`src/hw/rtl/alpd_pkg.sv`:
```
// shared types, constants and register map of the line pulse decoder
package alpd_pkg;

  localparam int NUM_DEVICES = 8;
  localparam int TIMER_W     = 24;
  localparam int ELAPSED_W   = 16;
  localparam int DEV_ID_W    = 3;
  localparam int SHIFT_W     = 9;
  localparam int BYTE_W      = 8;
  localparam int APB_ADDR_W  = 5;
  localparam int APB_DATA_W  = 32;

  localparam logic [TIMER_W-1:0] TIMER_MAX = {TIMER_W{1'b1}};
  localparam logic [SHIFT_W-1:0] START_MARKER = SHIFT_W'(1);

  localparam logic [TIMER_W-1:0] RESET_LIMIT_INIT   = TIMER_W'(1040);
  localparam logic [TIMER_W-1:0] ATTENTION_MIN_INIT = TIMER_W'(560);
  localparam logic [TIMER_W-1:0] ONE_MAX_INIT       = TIMER_W'(50);
  localparam logic [TIMER_W-1:0] ZERO_MAX_INIT      = TIMER_W'(72);
  localparam logic [TIMER_W-1:0] SRQ_MIN_INIT       = TIMER_W'(291);
  localparam logic [TIMER_W-1:0] SRQ_MAX_INIT       = TIMER_W'(309);

  typedef enum logic [2:0] {
    REG_RESET_LIMIT   = 3'd0,
    REG_ATTENTION_MIN = 3'd1,
    REG_ONE_MAX       = 3'd2,
    REG_ZERO_MAX      = 3'd3,
    REG_SRQ_MIN       = 3'd4,
    REG_SRQ_MAX       = 3'd5
  } reg_idx_t;

  typedef enum logic [2:0] {
    EV_NONE      = 3'd0,
    EV_RESET     = 3'd1,
    EV_ATTENTION = 3'd2,
    EV_BIT1      = 3'd3,
    EV_BIT0      = 3'd4,
    EV_SRQ       = 3'd5,
    EV_UNKNOWN   = 3'd6
  } event_t;

  typedef enum logic {
    FUNC_TIME   = 1'b0,
    FUNC_DRIVER = 1'b1
  } func_t;

  typedef struct packed {
    logic [TIMER_W-1:0] reset_limit;
    logic [TIMER_W-1:0] attention_min;
    logic [TIMER_W-1:0] one_max;
    logic [TIMER_W-1:0] zero_max;
    logic [TIMER_W-1:0] srq_min;
    logic [TIMER_W-1:0] srq_max;
  } thresholds_t;

endpackage

```
`src/hw/rtl/alpd_regs.sv`:
```
// apb register file holding the six pulse width thresholds
module alpd_regs (
  input  logic                             clk,
  input  logic                             rst,
  input  logic                             psel,
  input  logic                             penable,
  input  logic                             pwrite,
  input  logic [alpd_pkg::APB_ADDR_W-1:0]  paddr,
  input  logic [alpd_pkg::APB_DATA_W-1:0]  pwdata,
  output logic [alpd_pkg::APB_DATA_W-1:0]  prdata,
  output logic                             pready,
  output alpd_pkg::thresholds_t            thr
);
  import alpd_pkg::*;

  logic                write_en;
  logic [2:0]          reg_sel;
  logic [TIMER_W-1:0]  wr_val;
  logic [TIMER_W-1:0]  rd_val;

  assign pready   = 1'b1;
  assign write_en = psel && penable && pwrite && pready;
  assign reg_sel  = paddr[APB_ADDR_W-1:2];
  assign wr_val   = pwdata[TIMER_W-1:0];

  always_ff @(posedge clk) begin
    if (rst) begin
      thr.reset_limit   <= RESET_LIMIT_INIT;
      thr.attention_min <= ATTENTION_MIN_INIT;
      thr.one_max       <= ONE_MAX_INIT;
      thr.zero_max      <= ZERO_MAX_INIT;
      thr.srq_min       <= SRQ_MIN_INIT;
      thr.srq_max       <= SRQ_MAX_INIT;
    end else if (write_en) begin
      unique case (reg_sel)
        REG_RESET_LIMIT:   thr.reset_limit   <= wr_val;
        REG_ATTENTION_MIN: thr.attention_min <= wr_val;
        REG_ONE_MAX:       thr.one_max       <= wr_val;
        REG_ZERO_MAX:      thr.zero_max      <= wr_val;
        REG_SRQ_MIN:       thr.srq_min       <= wr_val;
        REG_SRQ_MAX:       thr.srq_max       <= wr_val;
        default: ;
      endcase
    end
  end

  always_comb begin
    unique case (reg_sel)
      REG_RESET_LIMIT:   rd_val = thr.reset_limit;
      REG_ATTENTION_MIN: rd_val = thr.attention_min;
      REG_ONE_MAX:       rd_val = thr.one_max;
      REG_ZERO_MAX:      rd_val = thr.zero_max;
      REG_SRQ_MIN:       rd_val = thr.srq_min;
      REG_SRQ_MAX:       rd_val = thr.srq_max;
      default:           rd_val = '0;
    endcase
  end

  assign prdata = {{(APB_DATA_W-TIMER_W){1'b0}}, rd_val};

endmodule

```
`src/hw/rtl/alpd_classify.sv`:
```
// sorts a measured low time against the thresholds into one bus event
module alpd_classify (
  input  logic [alpd_pkg::TIMER_W-1:0] low_time,
  input  alpd_pkg::thresholds_t        thr,
  output alpd_pkg::event_t             ev
);
  import alpd_pkg::*;

  // priority order decides when windows overlap
  always_comb begin
    if (low_time > thr.reset_limit) begin
      ev = EV_RESET;
    end else if (low_time >= thr.attention_min) begin
      ev = EV_ATTENTION;
    end else if (low_time < thr.one_max) begin
      ev = EV_BIT1;
    end else if (low_time < thr.zero_max) begin
      ev = EV_BIT0;
    end else if (low_time >= thr.srq_min && low_time <= thr.srq_max) begin
      ev = EV_SRQ;
    end else begin
      ev = EV_UNKNOWN;
    end
  end

endmodule

```
`src/hw/rtl/adb_line_pulse_decoder.sv`:
```
// top level of the line pulse decoder: input register, decode step and result register
// a word accepted into the input register is decoded and its result loaded into the result register
// throughput: one word per cycle, with out_ready held high
// the input register and the result register stall together on out_ready
// reset (rst, synchronous): thresholds to defaults, drivers low, timer zero,
// shifter to the start marker, both pipeline registers empty
module adb_line_pulse_decoder (
  input  logic                              clk,
  input  logic                              rst,
  // input channel
  input  logic                              in_valid,
  output logic                              in_ready,
  input  logic                              func,
  input  logic [alpd_pkg::ELAPSED_W-1:0]    elapsed,
  input  logic [alpd_pkg::DEV_ID_W-1:0]     dev_sel,
  input  logic                              level,
  // result channel
  output logic                              out_valid,
  input  logic                              out_ready,
  output logic [2:0]                        event_code,
  output logic                              byte_valid,
  output logic [alpd_pkg::BYTE_W-1:0]       byte_value,
  output logic                              line_level,
  // configuration
  input  logic                              psel,
  input  logic                              penable,
  input  logic                              pwrite,
  input  logic [alpd_pkg::APB_ADDR_W-1:0]   paddr,
  input  logic [alpd_pkg::APB_DATA_W-1:0]   pwdata,
  output logic [alpd_pkg::APB_DATA_W-1:0]   prdata,
  output logic                              pready
);
  import alpd_pkg::*;

  thresholds_t thr;

  // input register
  logic                  s1_valid;
  logic                  s1_func;
  logic [ELAPSED_W-1:0]  s1_elapsed;
  logic [DEV_ID_W-1:0]   s1_dev_sel;
  logic                  s1_level;

  // decoder state
  logic [NUM_DEVICES-1:0] driver_bits, driver_bits_next;
  logic                   bus_level, bus_level_next;
  logic [TIMER_W-1:0]     low_timer, low_timer_next;
  logic [SHIFT_W-1:0]     bit_shifter, bit_shifter_next;

  logic                  out_load;
  logic                  s1_fire;
  logic                  dev_ok;
  logic [NUM_DEVICES-1:0] drv_upd;
  logic                  new_level;
  logic                  level_change;
  logic [TIMER_W:0]      timer_sum;
  logic [SHIFT_W-1:0]    shifted;
  event_t                cls_ev;
  event_t                ev;
  logic                  bv;
  logic [BYTE_W-1:0]     bval;

  alpd_regs u_regs (
    .clk     (clk),
    .rst     (rst),
    .psel    (psel),
    .penable (penable),
    .pwrite  (pwrite),
    .paddr   (paddr),
    .pwdata  (pwdata),
    .prdata  (prdata),
    .pready  (pready),
    .thr     (thr)
  );

  alpd_classify u_classify (
    .low_time (low_timer),
    .thr      (thr),
    .ev       (cls_ev)
  );

  // the result register frees up when empty or being taken this cycle
  assign out_load = !out_valid || out_ready;
  assign s1_fire  = s1_valid && out_load;
  assign in_ready = !s1_valid || out_load;

  always_ff @(posedge clk) begin
    if (rst) begin
      s1_valid <= 1'b0;
    end else if (in_ready) begin
      s1_valid <= in_valid;
    end
  end

  always_ff @(posedge clk) begin
    if (in_valid && in_ready) begin
      s1_func    <= func;
      s1_elapsed <= elapsed;
      s1_dev_sel <= dev_sel;
      s1_level   <= level;
    end
  end

  // driver update: ids past the last device leave the line alone
  assign dev_ok = int'(s1_dev_sel) < NUM_DEVICES;

  always_comb begin
    drv_upd = driver_bits;
    for (int i = 0; i < NUM_DEVICES; i++) begin
      if (int'(s1_dev_sel) == i) begin
        drv_upd[i] = s1_level;
      end
    end
  end

  assign new_level    = &drv_upd;
  assign level_change = (s1_func == FUNC_DRIVER) && dev_ok && (new_level != bus_level);
  assign timer_sum    = {1'b0, low_timer} + {{(TIMER_W+1-ELAPSED_W){1'b0}}, s1_elapsed};
  assign shifted      = {bit_shifter[SHIFT_W-2:0], (cls_ev == EV_BIT1)};

  always_comb begin
    driver_bits_next = driver_bits;
    bus_level_next   = bus_level;
    low_timer_next   = low_timer;
    bit_shifter_next = bit_shifter;
    ev               = EV_NONE;
    bv               = 1'b0;
    bval             = '0;
    if (s1_func == FUNC_TIME) begin
      // saturating low-time count
      low_timer_next = timer_sum[TIMER_W] ? TIMER_MAX : timer_sum[TIMER_W-1:0];
    end else if (dev_ok) begin
      driver_bits_next = drv_upd;
      if (level_change) begin
        bus_level_next = new_level;
        low_timer_next = '0;
        // only a rising edge ends a low pulse worth decoding
        if (new_level) begin
          ev = cls_ev;
          case (cls_ev) inside
            EV_ATTENTION: bit_shifter_next = START_MARKER;
            EV_BIT1, EV_BIT0: begin
              if (shifted[SHIFT_W-1]) begin
                bv               = 1'b1;
                bval             = shifted[BYTE_W-1:0];
                bit_shifter_next = START_MARKER;
              end else begin
                bit_shifter_next = shifted;
              end
            end
            default: ;
          endcase
        end
      end
    end
  end

  always_ff @(posedge clk) begin
    if (rst) begin
      driver_bits <= '0;
      bus_level   <= 1'b0;
      low_timer   <= '0;
      bit_shifter <= START_MARKER;
    end else if (s1_fire) begin
      driver_bits <= driver_bits_next;
      bus_level   <= bus_level_next;
      low_timer   <= low_timer_next;
      bit_shifter <= bit_shifter_next;
    end
  end

  // result register
  always_ff @(posedge clk) begin
    if (rst) begin
      out_valid <= 1'b0;
    end else if (out_load) begin
      out_valid <= s1_valid;
    end
  end

  always_ff @(posedge clk) begin
    if (s1_fire) begin
      event_code <= ev;
      byte_valid <= bv;
      byte_value <= bval;
      line_level <= bus_level_next;
    end
  end

  // a byte only completes on a shifted data bit
  a_byte_on_bit: assert property (@(posedge clk) disable iff (rst)
    out_valid && byte_valid |-> (event_code == EV_BIT1 || event_code == EV_BIT0))
    else $error("byte completed without a data bit");

  // any decoded event comes from a rising edge, so the line is high
  a_event_line_high: assert property (@(posedge clk) disable iff (rst)
    out_valid && (event_code != EV_NONE) |-> line_level)
    else $error("event reported with line low");

  // the marker never rests at the top of the shifter and never vanishes
  a_shifter_marker: assert property (@(posedge clk) disable iff (rst)
    !bit_shifter[SHIFT_W-1] && (bit_shifter != '0))
    else $error("shifter lost its start marker");

  // a stalled result register keeps the decoder state frozen
  a_stall_holds_state: assert property (@(posedge clk) disable iff (rst)
    out_valid && !out_ready |=> $stable(low_timer) && $stable(bit_shifter))
    else $error("state moved while the result stalled");

endmodule
```
`config.mk`:
```
export PLATFORM = sky130hd
export DESIGN_NAME = adb_line_pulse_decoder
export DESIGN_NICKNAME = d
export VERILOG_FILES = /design/src/hw/rtl/alpd_pkg.sv /design/src/hw/rtl/alpd_regs.sv /design/src/hw/rtl/alpd_classify.sv /design/src/hw/rtl/adb_line_pulse_decoder.sv
export SDC_FILE = /design/constraint.sdc
export NUM_CORES = 1
export LEC_CHECK = 0
export BUFFER_PORTS_ARGS = -buffer_cell sky130_fd_sc_hd__buf_2
export CAP_MARGIN = 10
export CORE_MARGIN = 3
export CORE_UTILIZATION = 40
export CTS_CLUSTER_SIZE = 30
export DETAILED_ROUTE_END_ITERATION = 6
export GPL_TIMING_DRIVEN = 1
export SETUP_SLACK_MARGIN = 0.4
export SKIP_LAST_GASP = 1
export SYNTH_ARGS = -nofsm -noshare
export SYNTH_HDL_FRONTEND = slang
export SYNTH_SLANG_ARGS = --single-unit
```
`constraint.sdc`:
```
create_clock -name clk -period 3.6 [get_ports clk]
set_input_delay 0.36 -clock clk [delete_from_list [all_inputs] [get_ports clk]]
set_output_delay 0.36 -clock clk [all_outputs]
set_load 0.03 [all_outputs]
```
Yosys cells after proc, flatten, opt, wreduce, memory -nomap -nowiden
Cells that the tools add are included.
Operators by class
  bitwise gates (word level): 5
  shift operators: 0
  divide/modulo/power cells: 0
  equal/unequal tests: 17
  multiply operators: 0
  reductions and logical operators: 27
  $lt $le $gt $ge: 6
  add/sub/neg operators: 1
  multiplexer cells: 23
Operator list (count)
  24-bit case mux with 6 select lines: 1
  24-bit 2-to-1 mux: 3
  24-bit greater-or-equal comparator: 2
  24-bit less-than comparator: 2
  24-bit by 16-bit adder with 25-bit output: 1
  24-bit > comparator: 1
  24-bit <= comparator: 1
  8-bit 2-to-1 mux: 3
  3-bit == test, second input constant: 7
  3-bit by 2-bit == test with 1-bit output, second input constant: 6
  2-bit AND reduction: 8
  3-bit 2-to-1 mux: 4
  12-bit AND reduction: 1
  1-bit 2-to-1 mux: 11
  10-bit AND reduction: 1
  8-bit AND reduction: 1
  3-bit by 1-bit == test with 1-bit output, second input constant: 2
  1-bit logical AND: 6
  3-bit logical NOT: 2
  6-bit OR reduction: 1
  1-bit inverter: 5
  5-bit OR reduction: 1
  1-bit logical NOT: 2
  1-bit logical OR: 2
  other kinds (5): 5
Storage, ports and cells
  output and inout port bits: 48
  memories kept: 0
  register bits: 221
  input bits: 65
  latch bits: 0
  memory bits (writable): 0
  ROM bits: 0
  logic and storage cells: 99

Longest topological paths before layout
  depth in word-level cells: 11
  mapped depth: 12
  depth with buffers taken out: 11

Cells and area by module
From an unflattened synthesis, not the netlist that was laid out.
Second synthesis, totals
  cells, all modules: 1670
  area total of the unflattened synthesis: 14654.1 µm²
By module, submodules not included
  alpd_regs: area an instance 6926.6 µm², times used 1, cells an instance 731
  adb_line_pulse_decoder: area an instance 4152.7 µm², times used 1, cells an instance 439
  alpd_classify: area an instance 3574.7 µm², times used 1, cells an instance 500

Worst setup path before layout
OpenSTA, ideal clock, no wires.
  kind: register to register
  from: register low_timer[23]
  to: register bit_shifter[1]
  cell stages (with the launch flop): 9
  path slack: 1.035 ns
  arrival: 2.440 ns
  data required time: 3.476 ns
  cell sequence: dfxtp_1 ha_1 nand4_1 or4_1 or3_4 a21oi_2 o311ai_2 a22oi_1 nor2_1
Between the ends
  longest elaborated chain between the ends: 11
  elaborated cells on any way between the ends: 19
  classes of those cells: order compare: 6; eq/ne: 3; mux: 6; reduce/logical: 4
Ends and longest elaborated chain
  start: declaration: RTL line adb_line_pulse_decoder.sv:47  | logic [TIMER_W-1:0] low_timer, low_timer_next;
  start signal: assignment: RTL line adb_line_pulse_decoder.sv:167  | low_timer <= low_timer_next;
  24-bit greater-or-equal comparator / 24-bit <= comparator (equally long branches): RTL line alpd_classify.sv:19  | end else if (low_time >= thr.srq_min && low_time <= thr.srq_max) begin
  1-bit logical AND: RTL line alpd_classify.sv:19
  2-bit 2-to-1 mux: RTL line alpd_classify.sv:19
  3-bit 2-to-1 mux: RTL line alpd_classify.sv:17  | end else if (low_time < thr.zero_max) begin
  3-bit 2-to-1 mux: RTL line alpd_classify.sv:15  | end else if (low_time < thr.one_max) begin
  3-bit 2-to-1 mux: RTL line alpd_classify.sv:13  | end else if (low_time >= thr.attention_min) begin
  3-bit 2-to-1 mux (*): RTL line alpd_classify.sv:11  | if (low_time > thr.reset_limit) begin
  3-bit by 2-bit == test with 1-bit output (no source line) / 3-bit == test (equally long branches)
  2-bit OR reduction: RTL line adb_line_pulse_decoder.sv:140  | case (cls_ev) inside
  2-bit nonzero test (no source line)
  12-bit AND reduction (no source line)
  end signal: assignment: RTL line adb_line_pulse_decoder.sv:168  | bit_shifter <= bit_shifter_next;
  end: declaration: RTL line adb_line_pulse_decoder.sv:48  | logic [SHIFT_W-1:0] bit_shifter, bit_shifter_next;
Mark *: on every way between the ends. The rest lies on a longest branch, timed or not.
A chain may end at the register's enable or synchronous reset.

Worst setup path after layout
  from: register low_timer[16]
  to: register byte_value[6] (netlist name) (data pin)
Between the ends
  longest elaborated chain between the ends: 11
  elaborated cells on any way between the ends: 18
  classes of those cells: order compare: 6; eq/ne: 3; mux: 5; bitwise: 1; reduce/logical: 3
Ends and longest elaborated chain
  24-bit greater-or-equal comparator / 24-bit <= comparator (equally long branches): RTL line alpd_classify.sv:19
  1-bit logical AND: RTL line alpd_classify.sv:19
  2-bit 2-to-1 mux: RTL line alpd_classify.sv:19
  3-bit 2-to-1 mux: RTL line alpd_classify.sv:17
  3-bit 2-to-1 mux: RTL line alpd_classify.sv:15
  3-bit 2-to-1 mux: RTL line alpd_classify.sv:13
  3-bit 2-to-1 mux (*): RTL line alpd_classify.sv:11
  3-bit by 2-bit == test with 1-bit output (no source line) / 3-bit == test (equally long branches)
  2-bit OR reduction: RTL line adb_line_pulse_decoder.sv:140
  1-bit inverter (no source line)
  6-bit OR reduction (no source line) (*)
  end signal: assignment: RTL line adb_line_pulse_decoder.sv:185  | byte_value <= bval;
  end: declaration: RTL line adb_line_pulse_decoder.sv:22  | output logic [alpd_pkg::BYTE_W-1:0] byte_value,
Marked as above.

==> impl_metrics.ini <==
[yosys]
yosysWarningCount = 0
synth_top_area_share_pct = 28.4
synth.most_common_cell = nand2_1
synth_top_cell_by_area = dfxtp_1
yosysSeqAreaShare_pct = 36.1
synth_xor_area_share_pct = 0.797
ys_top_cells_by_area = dfxtp_1 28%, ha_1 15%, nand2_1 9.4%
ys_ff_latch = 221
synthMuxAreaShare_pct = 0.683
yosys.area_share.simple_pct = 17.9
synthTopCellsByCount = 332 x nand2_1, 190 x a21oi_1, 187 x dfxtp_1
synth-edff-count = 34
synth_compound_area_share_pct = 22.0
synthCells = 1629
synth_top_family_by_area = compound AO/OA/AOI/OAI gates
synth_fa_ha_area_share_pct = 15.1
synth_area_sq_mm = 0.0132
synth.distinct_cells = 80
synth_flop_cell = dfxtp_1
synth.avg_cell_area_sq_um = 8.10
async_flop_share_pct = 0

[floorplanning]
die-area_sq_mm = 0.0352
io_pins = 113
core_sq_mm = 0.0320
rows = 65
die_y_microns = 188
start_util_pct = 41.2
die_w_microns = 188

[timing]
setup_tns_ps = 0
rsz0062_at_grt = no
slew_violations = 0
fin_ws_ps = 567
relSlewSlack_pct = 36.5
max_freq_ghz = 0.330
post-route-period-util_pct = 84.3
fin_skew_ps = 8.36
finalSetupViolCount = 0
hold_viol_final = 0
tightest_slew_ps = 952
post-route-min-period_ps = 3030

[route]
ant_nets = 0
drtIter0Drc = 991
drc = 0
dr_total_vias = 12100
viasPerCell = 5.55
wire_per_inst_microns = 19.5
wl_microns = 42600
drt_first_pass_iters = 6

[finish]
fin_nets = 1958
fill_cells = 3171
diodes = 0
final-seq-area_sq_mm = 0.00477
multi_input_area_sq_mm = 0.00754
syn2layout_area_growth_pct = 16.1
drive_gt1_share_pct = 11.6

[setup_path]
cp_num_buf_inv = 0
critPathTopFamily = simple AND/OR/NAND/NOR gates
cp.required_ps = 4010
path_class = reg -> reg
timing.rr.start = low_timer[16]
crit_path_max_incr_delay_ps = 700
worstPathArrival_ps = 3440
cp_max_fo = 13
cp-start-kind = register
end_kind = register
cp-startpoint = low_timer[16]
cp_slowest_cell = dfxtp_1
path_cells = ha_1 -> nand4_1 -> or4_4 -> or3_4 -> a21oi_4 -> nand2_2 -> a211oi_4 -> and2_1

[pwr]
p_leak_nw = 6.23
p_int_w = 0.00445
vdd_drop_max_uv = 375
p_per_area_mw_per_mm2 = 395
sequentialPowerShare_pct = 43.0
switching_share_pct = 26.4
pwr-share-clk_pct = 45.8
p_comb_share_pct = 11.1
switchingPower_w = 0.00160

[global_route]
grt_max_degree = 73
gr-total-overflow = 0
grt_pass1_vias = 11700
antenna_found_initial = 0
grt_pass1_wl_microns = 66300
grt_use_total_pct = 23.6

[clock_network]
clkSinkCount = 221
cts_tree = built
cts_buffers = 26
h-tree-depth = 1
cts-root-buf = clkbuf_16
worst_skew_pair.late_latency_ps = 540
clk_pin_slew_ps = 60
postCtsSetupBuffers = 0
clock_path_buffers = 3

[placed_design]
dp_slack_ps = 410
io_buffers = 93
dp_hpwl_microns = 30200
place_congestion = 0.928

[min_path]
hp-start = in_valid
hold_class = in -> reg

[job]
maxCapViolations = 0

[status]
outcome = complete, no violations
-- worst register-to-register path: stages, from the launching register on --
cell and delay [ps]:
dfxtp_1 700, ha_1 210, nand4_1 120, or4_4 570, or3_4 470, a21oi_4 210, nand2_2 110, a211oi_4 330
and2_1 180
-- metal layers --
metal,part of all wire [%],track usage [%]
met4,4.2,8.74
met2,45,38.3
met3,6.5,3.29
met1,45,32.2
met5,0,0
-- repair_timing --
item,CTS,global route
endpoints found under the setup margin,3,27
endpoints found under the hold margin,21,0
pin swaps,0,2
hold buffers,21,0
gates resized for setup,1,9
-- per-stage QoR --
stage	instances	util, %	cell area, sq um	hold slack, ps	total power (W)
after detailed placement	2120	44.2	14200	463	0.00329
after global routing	2188	47.8	15300	79.2	0.00626
final	2188	47.8	15300	49.1	0.00605
after global placement	2120	44.2	14200	458	0.00328
after CTS	2188	47.6	15300	32.4	0.00608
after floorplan	1636	-	13200	445	0.00306
-- flip-flops by register name, summed over array words and instances (netlist names), 3 cells and up --
signal	flops
s1_dev_sel	3
u_regs.thr	144
bit_shifter	8
s1_elapsed	16
event_code	3
byte_value	8
driver_bits	8
low_timer	24
-- cell type report --
| class | instances | area share [%] |
|---|---|---|
| Inverter | 159 | 3.90 |
| Clock inverter | 14 | 1.04 |
| Multi-Input combinational cell | 1174 | 49.3 |
| Clock buffer | 33 | 4.82 |
| Sequential cell | 221 | 31.1 |
| Timing Repair Buffer | 152 | 6.29 |
| Tap cell | 435 | 3.56 |
-- cells in the final DEF (no fill, tap or decap), drive strengths merged, types with 33 or more instances in the layout --
cell type	synthesis	final
nand2	333	333
buf	16	131
edfxtp	34	34
dfxtp	187	187
inv	159	160
a21oi	191	191
clkbuf	65	33
nand3	40	40
nor2	57	57
a22oi	81	81
ha	158	158
o21ai	54	54
-- logic make-up (layout without fill, tap and decap cells) --
family / count (synthesis) / count (layout)
XOR/XNOR: 12 / 12
AND/OR/NAND/NOR: 536 / 536
buffers and inverters: 241 / 358
multiplexers: 9 / 9
AO/OA/AOI/OAI: 449 / 449
adder cells (fa/ha/maj): 159 / 159
flip-flops: 221 / 221
other: 2 / 9
-- power by group through the flow --
stage               clock network [W]  logic [W]  registers [W]
CTS                           0.00282   0.000658        0.00260
floorplan                           0   0.000410        0.00265
global placement                    0   0.000624        0.00265
finish                        0.00277   0.000673        0.00260
detailed placement                  0   0.000635        0.00266
global route                  0.00291   0.000740        0.00261
-- worst paths after layout --
kind	to	slack (ps)	cells past startpoint
worst min register to register	bus_level	470	2
worst max register to register	byte_value[6]	570	8
worst min-delay path	s1_valid	50	3
worst max-delay path	byte_value[6]	570	8
Power figures use the tool's default switching activity.
